==> src/rtl/assert_macros.svh <==
// ----------------------------------------------------------------------------
// Assertion macros
// Concurrent assertion wrappers, compiled out when SYNTH is defined.
// ----------------------------------------------------------------------------
`ifndef ASSERT_MACROS_SVH
`define ASSERT_MACROS_SVH

`ifndef SYNTH
// Property checked at every clock edge outside reset.
`define SPT_ASSERT(lbl, clk, rstn, prop, msg) \
    lbl: assert property (@(posedge clk) disable iff (!(rstn)) (prop)) else $error(msg);
// Antecedent implies consequent at the following edge.
`define SPT_ASSERT_NEXT(lbl, clk, rstn, ante, cons, msg) \
    lbl: assert property (@(posedge clk) disable iff (!(rstn)) (ante) |=> (cons)) \
        else $error(msg);
`else
`define SPT_ASSERT(lbl, clk, rstn, prop, msg)
`define SPT_ASSERT_NEXT(lbl, clk, rstn, ante, cons, msg)
`endif

`endif

==> src/rtl/spt_pkg.sv <==
// ----------------------------------------------------------------------------
// spt_pkg
// Shared sizes, codes, state encoding and structs of the sorted priority table.
// ----------------------------------------------------------------------------
`default_nettype none

package spt_pkg;

    localparam int TABLE_DEPTH = 16;
    localparam int IDX_W       = (TABLE_DEPTH > 1) ? $clog2(TABLE_DEPTH) : 1;
    localparam int CNT_W       = $clog2(TABLE_DEPTH + 1);

    localparam int MODE_W = 2;
    localparam int ID_W   = 31;
    localparam int PRI_W  = 8;
    localparam int POS_W  = 4;
    localparam int STAT_W = 2;
    localparam int OCC_W  = 5;
    localparam int WORD_W = ID_W + PRI_W;

    localparam logic [MODE_W-1:0] MODE_INSERT = 2'd0;
    localparam logic [MODE_W-1:0] MODE_REMOVE = 2'd1;
    localparam logic [MODE_W-1:0] MODE_READ   = 2'd2;

    localparam logic [STAT_W-1:0] STAT_OK    = 2'd0;
    localparam logic [STAT_W-1:0] STAT_FULL  = 2'd1;
    localparam logic [STAT_W-1:0] STAT_EMPTY = 2'd2;

    typedef enum logic [2:0] {
        ST_IDLE,
        ST_DISPATCH,
        ST_INS_SCAN,
        ST_INS_PLACE,
        ST_RM_SCAN,
        ST_RM_END,
        ST_RD_WAIT,
        ST_DONE
    } state_t;

    typedef struct packed {
        logic              we;
        logic [IDX_W-1:0]  waddr;
        logic [WORD_W-1:0] wdata;
        logic [IDX_W-1:0]  raddr;
    } mem_req_t;

    typedef struct packed {
        logic [STAT_W-1:0] status;
        logic [OCC_W-1:0]  occupancy;
        logic [OCC_W-1:0]  removed_count;
        logic [ID_W-1:0]   read_id;
        logic [PRI_W-1:0]  read_priority;
    } result_t;

endpackage

`default_nettype wire

==> src/rtl/spt_ram.sv <==
// ----------------------------------------------------------------------------
// spt_ram
// Generic single write, single read RAM with registered read data.
// ----------------------------------------------------------------------------
`default_nettype none

module spt_ram #(
    parameter int WIDTH = 8,
    parameter int DEPTH = 16
) (
    input  logic                                      clk,
    input  logic                                      we,
    input  logic [((DEPTH > 1) ? $clog2(DEPTH) : 1)-1:0] waddr,
    input  logic [WIDTH-1:0]                          wdata,
    input  logic [((DEPTH > 1) ? $clog2(DEPTH) : 1)-1:0] raddr,
    output logic [WIDTH-1:0]                          rdata
);

    logic [WIDTH-1:0] mem_reg [DEPTH];

    always_ff @(posedge clk)
    begin
        if (we)
        begin
            mem_reg[waddr] <= wdata;
        end
        rdata <= mem_reg[raddr];
    end

endmodule

`default_nettype wire

==> src/rtl/spt_ctrl.sv <==
// ----------------------------------------------------------------------------
// spt_ctrl
// Sequencer that walks the table one slot a cycle through the shared compare.
// ----------------------------------------------------------------------------
`default_nettype none

module spt_ctrl (
    input  logic                        clk,
    input  logic                        rst_n,
    input  logic                        in_valid,
    output logic                        in_ready,
    input  logic [spt_pkg::MODE_W-1:0]  mode,
    input  logic [spt_pkg::ID_W-1:0]    entry_id,
    input  logic [spt_pkg::PRI_W-1:0]   priority_req,
    input  logic [spt_pkg::POS_W-1:0]   position,
    output spt_pkg::mem_req_t           mem_req,
    input  logic [spt_pkg::WORD_W-1:0]  rdata,
    output logic                        res_valid,
    input  logic                        res_ready,
    output spt_pkg::result_t            res
);

    import spt_pkg::*;

    state_t             state_reg, state_next;
    logic [CNT_W-1:0]   count_reg, count_next;
    logic [CNT_W-1:0]   hole_reg, hole_next;
    logic [CNT_W-1:0]   idx_reg, idx_next;
    logic [CNT_W-1:0]   removed_reg, removed_next;
    logic [MODE_W-1:0]  mode_reg, mode_next;
    logic [ID_W-1:0]    id_reg, id_next;
    logic [PRI_W-1:0]   pri_reg, pri_next;
    logic [POS_W-1:0]   pos_reg, pos_next;
    logic [STAT_W-1:0]  status_reg, status_next;
    logic [ID_W-1:0]    rid_reg, rid_next;
    logic [PRI_W-1:0]   rpri_reg, rpri_next;

    logic [PRI_W-1:0]   d_pri;
    logic [ID_W-1:0]    d_id;
    logic               pri_eq;
    logic               pri_gt;
    logic               ins_move;
    logic               rm_more;
    logic               is_full;
    logic               pos_hit;
    logic [CNT_W-1:0]   hole_m1;
    logic [CNT_W-1:0]   hole_m2;
    logic [CNT_W-1:0]   hole_p1;
    logic [CNT_W-1:0]   idx_p1;
    logic [CNT_W-1:0]   count_m1;
    logic [CNT_W-1:0]   count_p1;
    logic [CNT_W-1:0]   removed_p1;

    assign d_pri = rdata[PRI_W-1:0];
    assign d_id  = rdata[WORD_W-1:PRI_W];

    // shared compare of the slot just read against the requested priority
    assign pri_eq = (d_pri == pri_reg);
    assign pri_gt = (d_pri > pri_reg);

    assign hole_m1    = hole_reg - CNT_W'(1);
    assign hole_m2    = hole_reg - CNT_W'(2);
    assign hole_p1    = hole_reg + CNT_W'(1);
    assign idx_p1     = idx_reg + CNT_W'(1);
    assign count_m1   = count_reg - CNT_W'(1);
    assign count_p1   = count_reg + CNT_W'(1);
    assign removed_p1 = removed_reg + CNT_W'(1);

    // the front slot keeps its place against an equal priority
    assign ins_move = pri_gt || (pri_eq && (hole_reg != CNT_W'(1)));
    assign rm_more  = (idx_p1 < count_reg);
    assign is_full  = (count_reg == CNT_W'(TABLE_DEPTH));
    assign pos_hit  = (32'(pos_reg) < 32'(count_reg));

    always_ff @(posedge clk or negedge rst_n)
    begin
        if (!rst_n)
        begin
            state_reg <= ST_IDLE;
            count_reg <= '0;
            hole_reg  <= '0;
            idx_reg   <= '0;
        end
        else
        begin
            state_reg <= state_next;
            count_reg <= count_next;
            hole_reg  <= hole_next;
            idx_reg   <= idx_next;
        end
    end

    always_ff @(posedge clk)
    begin
        removed_reg <= removed_next;
        mode_reg    <= mode_next;
        id_reg      <= id_next;
        pri_reg     <= pri_next;
        pos_reg     <= pos_next;
        status_reg  <= status_next;
        rid_reg     <= rid_next;
        rpri_reg    <= rpri_next;
    end

    // next state
    always_comb
    begin
        state_next = state_reg;
        unique case (state_reg)
            ST_IDLE:
            begin
                if (in_valid)
                begin
                    state_next = ST_DISPATCH;
                end
            end
            ST_DISPATCH:
            begin
                if (mode_reg == MODE_INSERT)
                begin
                    if (is_full)
                    begin
                        state_next = ST_DONE;
                    end
                    else if (count_reg == '0)
                    begin
                        state_next = ST_INS_PLACE;
                    end
                    else
                    begin
                        state_next = ST_INS_SCAN;
                    end
                end
                else if (mode_reg == MODE_REMOVE)
                begin
                    state_next = (count_reg == '0) ? ST_DONE : ST_RM_SCAN;
                end
                else if (mode_reg == MODE_READ)
                begin
                    state_next = pos_hit ? ST_RD_WAIT : ST_DONE;
                end
                else
                begin
                    state_next = ST_DONE;
                end
            end
            ST_INS_SCAN:
            begin
                if (!ins_move || (hole_reg == CNT_W'(1)))
                begin
                    state_next = ST_INS_PLACE;
                end
            end
            ST_INS_PLACE:
            begin
                state_next = ST_DONE;
            end
            ST_RM_SCAN:
            begin
                if (!rm_more)
                begin
                    state_next = ST_RM_END;
                end
            end
            ST_RM_END:
            begin
                state_next = ST_DONE;
            end
            ST_RD_WAIT:
            begin
                state_next = ST_DONE;
            end
            ST_DONE:
            begin
                if (res_ready)
                begin
                    state_next = ST_IDLE;
                end
            end
            default:
            begin
                state_next = ST_IDLE;
            end
        endcase
    end

    // handshake and memory port
    always_comb
    begin
        in_ready      = 1'b0;
        res_valid     = 1'b0;
        mem_req.we    = 1'b0;
        mem_req.waddr = hole_reg[IDX_W-1:0];
        mem_req.wdata = rdata;
        mem_req.raddr = '0;
        unique case (state_reg)
            ST_IDLE:
            begin
                in_ready = 1'b1;
            end
            ST_DISPATCH:
            begin
                if (mode_reg == MODE_INSERT)
                begin
                    mem_req.raddr = count_m1[IDX_W-1:0];
                end
                else if (mode_reg == MODE_READ)
                begin
                    mem_req.raddr = IDX_W'(pos_reg);
                end
            end
            ST_INS_SCAN:
            begin
                // shift the slot up one and fetch the next one down
                mem_req.we    = ins_move;
                mem_req.raddr = hole_m2[IDX_W-1:0];
            end
            ST_INS_PLACE:
            begin
                mem_req.we    = 1'b1;
                mem_req.wdata = {id_reg, pri_reg};
            end
            ST_RM_SCAN:
            begin
                // compact kept slots down to the write pointer
                mem_req.we    = !pri_eq;
                mem_req.raddr = idx_p1[IDX_W-1:0];
            end
            ST_RM_END:
            begin
            end
            ST_RD_WAIT:
            begin
            end
            ST_DONE:
            begin
                res_valid = 1'b1;
            end
            default:
            begin
            end
        endcase
    end

    // datapath registers
    always_comb
    begin
        count_next   = count_reg;
        hole_next    = hole_reg;
        idx_next     = idx_reg;
        removed_next = removed_reg;
        mode_next    = mode_reg;
        id_next      = id_reg;
        pri_next     = pri_reg;
        pos_next     = pos_reg;
        status_next  = status_reg;
        rid_next     = rid_reg;
        rpri_next    = rpri_reg;
        unique case (state_reg)
            ST_IDLE:
            begin
                if (in_valid)
                begin
                    mode_next = mode;
                    id_next   = entry_id;
                    pri_next  = priority_req;
                    pos_next  = position;
                end
            end
            ST_DISPATCH:
            begin
                status_next  = STAT_OK;
                removed_next = '0;
                rid_next     = '0;
                rpri_next    = '0;
                idx_next     = '0;
                hole_next    = (mode_reg == MODE_INSERT) ? count_reg : '0;
                if ((mode_reg == MODE_INSERT) && is_full)
                begin
                    status_next = STAT_FULL;
                end
                else if ((mode_reg == MODE_READ) && !pos_hit)
                begin
                    status_next = STAT_EMPTY;
                end
            end
            ST_INS_SCAN:
            begin
                if (ins_move)
                begin
                    hole_next = hole_m1;
                end
            end
            ST_INS_PLACE:
            begin
                count_next = count_p1;
            end
            ST_RM_SCAN:
            begin
                idx_next = idx_p1;
                if (pri_eq)
                begin
                    removed_next = removed_p1;
                end
                else
                begin
                    hole_next = hole_p1;
                end
            end
            ST_RM_END:
            begin
                count_next = hole_reg;
            end
            ST_RD_WAIT:
            begin
                rid_next  = d_id;
                rpri_next = d_pri;
            end
            ST_DONE:
            begin
            end
            default:
            begin
            end
        endcase
    end

    assign res.status        = status_reg;
    assign res.occupancy     = OCC_W'(count_reg);
    assign res.removed_count = OCC_W'(removed_reg);
    assign res.read_id       = rid_reg;
    assign res.read_priority = rpri_reg;

endmodule

`default_nettype wire

==> src/rtl/spt_out.sv <==
// ----------------------------------------------------------------------------
// spt_out
// Output register stage that holds a result until the downstream side takes it.
// ----------------------------------------------------------------------------
`default_nettype none

module spt_out (
    input  logic                        clk,
    input  logic                        rst_n,
    input  logic                        res_valid,
    output logic                        res_ready,
    input  spt_pkg::result_t            res,
    output logic                        out_valid,
    input  logic                        out_ready,
    output logic [spt_pkg::STAT_W-1:0]  status,
    output logic [spt_pkg::OCC_W-1:0]   occupancy,
    output logic [spt_pkg::OCC_W-1:0]   removed_count,
    output logic [spt_pkg::ID_W-1:0]    read_id,
    output logic [spt_pkg::PRI_W-1:0]   read_priority
);

    import spt_pkg::*;

    logic    valid_reg, valid_next;
    result_t data_reg, data_next;

    assign res_ready = !valid_reg || out_ready;

    always_comb
    begin
        valid_next = valid_reg;
        data_next  = data_reg;
        if (res_ready)
        begin
            valid_next = res_valid;
            if (res_valid)
            begin
                data_next = res;
            end
        end
    end

    always_ff @(posedge clk or negedge rst_n)
    begin
        if (!rst_n)
        begin
            valid_reg <= 1'b0;
        end
        else
        begin
            valid_reg <= valid_next;
        end
    end

    always_ff @(posedge clk)
    begin
        data_reg <= data_next;
    end

    assign out_valid     = valid_reg;
    assign status        = data_reg.status;
    assign occupancy     = data_reg.occupancy;
    assign removed_count = data_reg.removed_count;
    assign read_id       = data_reg.read_id;
    assign read_priority = data_reg.read_priority;

endmodule

`default_nettype wire

==> src/rtl/sorted_priority_table.sv <==
// ----------------------------------------------------------------------------
// sorted_priority_table: bounded table of (id, priority) kept in ascending order
// Walk per request: an insert shifts entries up from the last one until its place is found,
// a remove walks every entry, a read fetches one slot; a full insert, an empty remove, a
// missed read and mode 3 go straight to the result. The walk takes one slot a cycle.
// Requests: one at a time; the next is taken the cycle after the output stage takes the result.
// Reset: asynchronous, clears the entry count and the sequencer; slots unwritten.
// ----------------------------------------------------------------------------
`default_nettype none
`include "assert_macros.svh"

module sorted_priority_table (
    input  logic                        clk,
    input  logic                        rst_n,
    input  logic                        in_valid,
    output logic                        in_ready,
    input  logic [spt_pkg::MODE_W-1:0]  mode,
    input  logic [spt_pkg::ID_W-1:0]    entry_id,
    input  logic [spt_pkg::PRI_W-1:0]   priority_req,
    input  logic [spt_pkg::POS_W-1:0]   position,
    output logic                        out_valid,
    input  logic                        out_ready,
    output logic [spt_pkg::STAT_W-1:0]  status,
    output logic [spt_pkg::OCC_W-1:0]   occupancy,
    output logic [spt_pkg::OCC_W-1:0]   removed_count,
    output logic [spt_pkg::ID_W-1:0]    read_id,
    output logic [spt_pkg::PRI_W-1:0]   read_priority
);

    import spt_pkg::*;

    mem_req_t          mem_req;
    logic [WORD_W-1:0] rdata;
    logic              res_valid;
    logic              res_ready;
    result_t           res;

    spt_ram #(
        .WIDTH (WORD_W),
        .DEPTH (TABLE_DEPTH)
    ) u_ram (
        .clk   (clk),
        .we    (mem_req.we),
        .waddr (mem_req.waddr),
        .wdata (mem_req.wdata),
        .raddr (mem_req.raddr),
        .rdata (rdata)
    );

    spt_ctrl u_ctrl (
        .clk          (clk),
        .rst_n        (rst_n),
        .in_valid     (in_valid),
        .in_ready     (in_ready),
        .mode         (mode),
        .entry_id     (entry_id),
        .priority_req (priority_req),
        .position     (position),
        .mem_req      (mem_req),
        .rdata        (rdata),
        .res_valid    (res_valid),
        .res_ready    (res_ready),
        .res          (res)
    );

    spt_out u_out (
        .clk           (clk),
        .rst_n         (rst_n),
        .res_valid     (res_valid),
        .res_ready     (res_ready),
        .res           (res),
        .out_valid     (out_valid),
        .out_ready     (out_ready),
        .status        (status),
        .occupancy     (occupancy),
        .removed_count (removed_count),
        .read_id       (read_id),
        .read_priority (read_priority)
    );

    // sequencer never offers a result while it takes a request
    `SPT_ASSERT(a_idle_vs_done, clk, rst_n, !(in_ready && res_valid), "ready while result pending")
    // a taken request keeps the sequencer busy on the next cycle
    `SPT_ASSERT_NEXT(a_busy_after_req, clk, rst_n, in_valid && in_ready, !in_ready,
                     "ready after request")
    // removal counts and read data only come with an ok status
    `SPT_ASSERT(a_fields_ok, clk, rst_n,
                !out_valid || ((removed_count == '0) && (read_id == '0)) || (status == STAT_OK),
                "payload with error status")

endmodule

`default_nettype wire
==> config.mk <==
export PLATFORM = sky130hd
export DESIGN_NAME = sorted_priority_table
export DESIGN_NICKNAME = d
export VERILOG_FILES = /design/src/rtl/spt_pkg.sv /design/src/rtl/spt_ram.sv /design/src/rtl/spt_ctrl.sv /design/src/rtl/spt_out.sv /design/src/rtl/sorted_priority_table.sv
export VERILOG_INCLUDE_DIRS = /design/src /design/src/rtl
export SDC_FILE = /design/constraint.sdc
export NUM_CORES = 1
export LEC_CHECK = 0
export BUFFER_PORTS_ARGS = -buffer_cell sky130_fd_sc_hd__buf_2
export CELL_PAD_IN_SITES_DETAIL_PLACEMENT = 0
export CELL_PAD_IN_SITES_GLOBAL_PLACEMENT = 1
export CORE_ASPECT_RATIO = 0.8
export CORE_MARGIN = 2
export CORE_UTILIZATION = 38
export CTS_CLUSTER_DIAMETER = 50
export CTS_CLUSTER_SIZE = 10
export DETAILED_ROUTE_END_ITERATION = 12
export PLACE_DENSITY = 0.68
export SLEW_MARGIN = 10
export SYNTH_ARGS = -nofsm -noshare
export SYNTH_HDL_FRONTEND = slang
export SYNTH_SLANG_ARGS = --single-unit
==> constraint.sdc <==
create_clock -name clk -period 6.48 [get_ports clk]
set_input_delay 0.324 -clock clk [delete_from_list [all_inputs] [get_ports clk]]
set_output_delay 0.324 -clock clk [all_outputs]
set_load 0.1 [all_outputs]
==> metrics.md, run 1 <==
| Metric | Value |
|---|---|
| Cell-internal power | roughly 12 mW |
| XOR/XNOR Fraction of Synth Area | 0.248% |
| Sequential-to-total area share from yosys stat | between 70% and 80% |
| Logic pwr share | 30.2% |
| Post-synthesis cell area | between 30,000 and 40,000 sq um |
| Placer Congestion | 0.801 |
| Syn-to-layout area delta | 16.4% |
| Class of the worst hold path | in -> reg |
| Sequential Area | around 24,000 sq um |
| WL/cell | 21.9 um |
| Synth Area in Compound Gates | under 10% |
| Max Freq | 239 MHz |
| Core Region | 82,600 sq um |
| DRT Pass-1 Iters | 5 |
| FF-to-FF Start | u_ctrl.state_reg[1] |
| Most common cell on crit path | nand2b_1 |
| Largest net degree at the start of global routing | 157 |
| Worst Path Arrival | ~4500 ps |
| Fin. Hold Viols | 0 |
| Die area | 86,100 sq um |
| CTS resizes | 0 |
| Top_reg_cell synth | edfxtp_1 |
| Clock power share | 27.2% |
| Most common cell after layout, fill and taps aside | edfxtp_1 |
| 1st-iter DRT viols | 1,462 |
| Largest family of logic cells by synthesized area | simple AND/OR/NAND/NOR gates |
| Max VDD drop | 473 uV |
| Initial antenna violation count | 2 |
| GRT Util Overall | 17.0% |
| Worst-path cell chain | nand2b_1, nor2_1, a22oi_1, o31ai_1, a21boi_1, nand2b_1, nor2_4, buf_4 |
| Worst hold slack | 145 ps |
| WP depth | 8 |
| Critical path's largest stage delay | 810 ps |
| Post-Synth Simple-Gate Area | 7.17% |
| Max-slew headroom | 24.0% |
| R2r setup slk | 2290 ps |
| Mux cell area share after synthesis | around 6.7% |
| Max FO, Critical Path | 26 |
| Area of the multi-input gates | 7090 sq um |
| # IOs | roughly 100 |
| Post-layout min period | 4190 ps |
| Reg clk slew, reported paths | 50 ps |
| Clk_lat worst skew | approximately 660 ps |
| Final #Nets | 2,239 |
| Antenna cell count | 0 |
| Synthesis-stage register bit count | 824 |
| TritonCTS Sinks | around 800 |
| Worst path buffer plus inverter count | 1 |
| Maximum clock path buffer count | 3 |
| Layout fillers | 7,235 |
| Drt drc | 0 |
| Tcrit/Tclk final | 64.7% |
| Post-synth ARST share | 2.31% |
| Post-DP HPWL | 38,100 um |
| Least-Margin Pin Slew | approximately 1100 ps |
| CTS tree | done |
| MaxCap Viol Count | 0 |
| Most frequent cells in the layout | edfxtp_1, nand2_1, a21oi_1 |
| Total power draw | 18.4 mW |
| Initial core utilization | between 30 and 40% |
| Pwr dens | roughly 500 nW/um^2 |
| Crit Path Category | reg -> reg |
| Vias in the first global route | 17,799 |
| Seq pwr share | 42.6% |
| Pleak | 12.4 nW |
| Setup_tns | 0 ps |
| Setup violations, final | 0 |
| Status | complete, no violations |
| Post-Place Worst Slack | around 2300 ps |
| Endpoint type of the worst setup path | flop |
| Cell count after synthesis | 1,990 |
| Via count | 17,513 |
| Max reg flops | around 620 |
| Setup slack after layout | approximately 2300 ps |
| Root buffer cell | clkbuf_16 |
| Die extent in y | roughly 260 um |
| Unrepaired setup endpoints after global routing | no |
| Largest delay share family, worst path | simple AND/OR/NAND/NOR gates |
| Sw Ratio | 35.1% |
| Syn_nets | roughly 2,100 |
| Switching power | 6.46 mW |
| Vias per cell | between 5 and 6 |
| Post-synth EDFFs | 766 |
| Yosys warns | 0 |
| First-pass GRT wire length | 111,000 um |
| Worst setup SP type | flop |
| Layout cells sized above 1 | 18.0% |
| Die W | 328 um |
| Slowest CP cell | dfrtp_1 |
| CTS H-tree depth | 3 |
| Final max-slew violation count | 0 |
| Reg2reg end | u_ram.mem_reg[11][31] |
| Syn Area/Cell | 16.0 sq um |
| Standard-cell row count | 94 |
| Post-DRT Antenna Nets | 0 |
| Yosys cell types | 61 |
| Adder-cell area share of the yosys netlist | under 10% |
| Remaining Overflow, GRT | 0 |
| Max Clock Skew | 31.6 ps |
| Num CTS Buffers | 96 |
| Crit path to | u_ram.mem_reg[11][31] |
| Detailed Route WL | approximately 73,000 um |
| Worst Reg2Reg Path Length in Cells | 8 |
| Port buffer count | 101 |
| CP required | 6770 ps |
| Critical Path Start | u_ctrl.state_reg[1] |
-- layout make-up --
type | instances | area share, %
well taps | 1104 | 3.73
clock buffers | 169 | 7.56
repair buffers | 188 | 3.51
clock inverters | 11 | 0.378
flip-flops and latches | 824 | 65.5
multi-input cells | 1032 | 19.1
inverters | 21 | 0.213
-- per-stage QoR --
stage,cells,area [sq um],utilization [%]
5_1_grt,3349,37000,44.9
4_1_cts,3349,37000,44.9
3_3_place_gp,3122,33600,40.7
3_5_place_dp,3122,33600,40.7
6_report,3349,37000,44.9
2_1_floorplan,1990,31800,-
-- what timing repair did --
action	CTS	global route
hold buffers	47	0
endpoints found under the hold margin	65	0
buffers inserted	0	0
-- power groups by stage --
stage | Clock, mW | Sequential (mW) | Combinational [mW]
global placement | 0 | 7.94 | 5.51
CTS | 5.13 | 7.86 | 5.65
global route | 5.35 | 7.94 | 6.07
floorplan | 0 | 8.67 | 3.22
detailed placement | 0 | 7.96 | 5.60
finish | 5.01 | 7.86 | 5.57
-- cell families after synthesis --
logic type | count (synthesis)
flops | 824
simple gates | 523
compound gates | 362
buf+inv | 134
mux | 111
fa+ha+maj | 27
xor+xnor | 9
-- how the worst min path moves through the flow --
stage | depth (start not counted) | slack, ps | end | start
final | 3 | 150 | u_ctrl.state_reg[0] | in_valid
after global routing | 3 | 150 | u_ctrl.state_reg[0] | in_valid
after CTS | 3 | 110 | u_ctrl.state_reg[0] | in_valid
after detailed placement | 1 | 330 | u_ctrl.state_reg[1] | rst_n
after global placement | 1 | 310 | u_out.out_valid | rst_n
after floorplan | 0 | 30 | u_ctrl.count_reg[0] | rst_n
-- cell usage after synthesis (all sizes together), types with 2 or more instances --
master  count  area (sq um)
dfrtp      19           475
clkbuf     61           229
edfxtp    766         23000
mux4       78          1760
nand4       3          18.8
buf        52           358
a21o        3          22.5
nand2     347          1310
and2       43           269
o22ai       5          31.3
xor2        4          35.0
dfxtp      39           781
nand3      47           235
xnor2       5          43.8
nor3        9          50.1
a21boi      2          15.0
o221ai      4          41.3
nor3b       7          63.8
o21a        3          22.5
or2         3          18.8
and3        4          25.0
o221a       2          22.5
a211oi      2          15.0
a21oi     179           896
mux2       33           372
o21ai     100           500
inv        21          78.8
nor2       40           150
o31ai       3          22.5
nor2b       7          43.8
a22oi      42           315
a31oi       2          12.5
a221o       2          20.0
ha         27           338
o32ai       2          17.5
nand2b     10          62.6
-- metal layers --
layer / vias up / track usage [%] / wire [um]
met5: - / 0 / 0
met3: 123 / 3.23 / 4320
met2: 530 / 26.5 / 33800
met4: 0 / 5.54 / 2130
met1: 8969 / 24.0 / 33100
li1: 7891 / - / -
-- worst register-to-register path, stage by stage, from the launching register on --
cell and delay (ps):
dfrtp_1 810, nand2b_1 360, nor2_1 410, a22oi_1 160, o31ai_1 150, a21boi_1 270
nand2b_1 510, nor2_4 580, buf_4 550
Note: power is estimated with default switching activity, not from simulation.
==> inputs of run 2 (changes only) <==
Clock period 6.48 ns to 3.9 ns, I/O delays scaled along.
==> run 2 against run 1 <==
  * Clock power increased by 64%
  * Final cell count is 0.78% higher
  * Worst hold slack lost 89 ps
  * Fmax grew 17%
  * Setup slack lost 2000 ps
  * Die area did not move
  * Flip-flop and latch count is the same
  * Clock skew is 3.4 ps lower
  * Global-route usage increased by 0.37 points
  * Count of clock-buffer cells in the layout fell by 9
  * Combinational power rose by 76%
==> metrics.md, run 2 (synthesized netlist as in run 1, its figures left out) <==
| Metric | Value |
|---|---|
| Crit Path Category | reg -> reg |
| GRT Util Overall | 17.4% |
| Max Clock Skew | 28.3 ps |
| 1st-iter DRT viols | 1,724 |
| Endpoint type of the worst setup path | flop |
| Met3 Usage GRT | 2.74% |
| Gr busiest metal | met2 |
| Fin. Hold Viols | 0 |
| FF-to-FF Start | u_ctrl.pri_reg[0] |
| Max reg flops | 624 |
| R2r setup slk | between 300 and 400 ps |
| Final core area utilization | a little under half |
| Worst Reg2Reg Path Length in Cells | 9 |
| Post-DRT Antenna Nets | 0 |
| Max VDD drop | 606 uV |
| Drt drc | 0 |
| Die W | 328 um |
| Root buffer cell | clkbuf_16 |
| WL/cell | between 20 and 25 um |
| Setup_tns | 0 ps |
| CTS resizes | 0 |
| Placed Area | 34,100 sq um |
| Non-Filler Instances | 3,375 |
| Status | complete, no violations |
| Least-Margin Pin Slew | 1090 ps |
| Pwr dens | 827 nW/um^2 |
| TritonCTS Sinks | 824 |
| Antenna cell count | 0 |
| Met1 Resource Use GR | 24.6% |
| Initial core utilization | 38.5% |
| Die extent in y | ~260 um |
| Setup slack after layout | 317 ps |
| Maximum clock path buffer count | 3 |
| CTS tree | done |
| Max FO, Critical Path | 26 |
| Tcrit/Tclk final | 91.9% |
| Total power draw | 31.0 mW |
| Cell Count Post-Placement | approximately 3,200 |
| Most common cell after layout, fill and taps aside | edfxtp_1 |
| Via count | 17,502 |
| Met2 Usage GRT | 27.8% |
| Max Freq | ~280 MHz |
| Pleak | between 10 and 15 nW |
| Num CTS Buffers | 97 |
| Syn-to-layout area delta | 17.8% |
| Fin area | ~37,000 sq um |
| Most frequent cells in the layout | edfxtp_1, nand2_1, a21oi_1 |
| Final #Nets | roughly 2,300 |
| Layout cells sized above 1 | between 10% and 20% |
| Standard-cell row count | 94 |
| Class of the worst hold path | in -> async |
| Reg2reg end | u_ram.mem_reg[12][27] |
| Vias per cell | slightly above 5 |
| CP required | between 4000 and 5000 ps |
| # IOs | ~100 |
| Detailed Route WL | ~75,000 um |
| Setup violations, final | 0 |
| Reg clk slew, reported paths | 50 ps |
| Post-layout min period | roughly 3600 ps |
| Initial antenna violation count | 2 |
| Worst hold slack | 56.5 ps |
| DRT Pass-1 Iters | 5 |
| Largest net degree at the start of global routing | 90 |
| Clk_lat worst skew | 660 ps |
| Core Region | 82,600 sq um |
| Worst setup SP type | flop |
| Vias in the first global route | roughly 18,000 |
| Max-slew headroom | 27.2% |
| Port buffer count | 101 |
| Unrepaired setup endpoints after global routing | no |
| Post-Place Worst Slack | 278 ps |
| Final max-slew violation count | 0 |
| Remaining Overflow, GRT | 0 |
| Critical Path Start | u_ctrl.pri_reg[0] |
| Die area | 86,100 sq um |
| MaxCap Viol Count | 0 |
| Post-DP HPWL | ~40,000 um |
| Post-CTS setup buffer count | 0 |
| First-pass GRT wire length | 113,000 um |
| CTS H-tree depth | 3 |
| Worst Path Arrival | 3910 ps |
| Placer Congestion | 0.824 |
==> run 2: cell count changes in the layout (fill, tap and decap cells not counted), sizes merged <==
cell         delta
clkbuf          -9
dlygate4sd3     +1
clkinv          +6
clkinvlp        -1
buf            +28
bufinv          +1
==> run 2: timing repair <==
action                                  in CTS  in global routing
endpoints found under the hold margin       66                  0
endpoints found under the setup margin       0                  0
hold buffers                                48                  0
==> run 2: worst max-delay path by stage <==
stage / endpoint / cells past startpoint
floorplan: u_ram.mem_reg[4][0] / 8
global placement: u_ram.mem_reg[12][33] / 9
detailed placement: u_ram.mem_reg[12][30] / 9
CTS: u_ram.mem_reg[12][27] / 9
global route: u_ram.mem_reg[12][27] / 10
finish: u_ram.mem_reg[12][27] / 9
==> run 2: layout make-up <==
class / count / area (sq um)
Multi-Input combinational cell: 1032 / 7090
Timing Repair Buffer: 217 / 1760
Clock inverter: 17 / 196
Fill cell: 7186 / 45100
Tap cell: 1104 / 1380
Inverter: 21 / 78.8
Sequential cell: 824 / 24300
Clock buffer: 160 / 2700
==> run 2: metal layers <==
metal | share of wire (%) | wire (um)
met5 | 0 | 0
met4 | 1.9 | 1450
met1 | 46 | 34200
met2 | 47 | 35500
met3 | 5.0 | 3780
==> run 2: power breakdown <==
| part | internal, mW | total (mW) | leakage, nW | switching, mW |
|---|---|---|---|---|
| clock | 4.84 | 8.23 | 1.38 | 3.39 |
| combinational | 2.83 | 9.78 | 3.67 | 6.95 |
| sequential | 12.5 | 13.0 | 7.54 | 0.512 |
| total | 20.1 | 31.0 | 12.6 | 10.9 |
==> run 2: critical path, stage by stage (launching register included) <==
cell and delay, ps:
edfxtp_1 410, ha_1 300, nand2b_1 100, a211o_1 120
a21oi_1 100, o31ai_1 380, a21boi_1 150, nand2b_1 370
nor2_4 940, buf_4 390
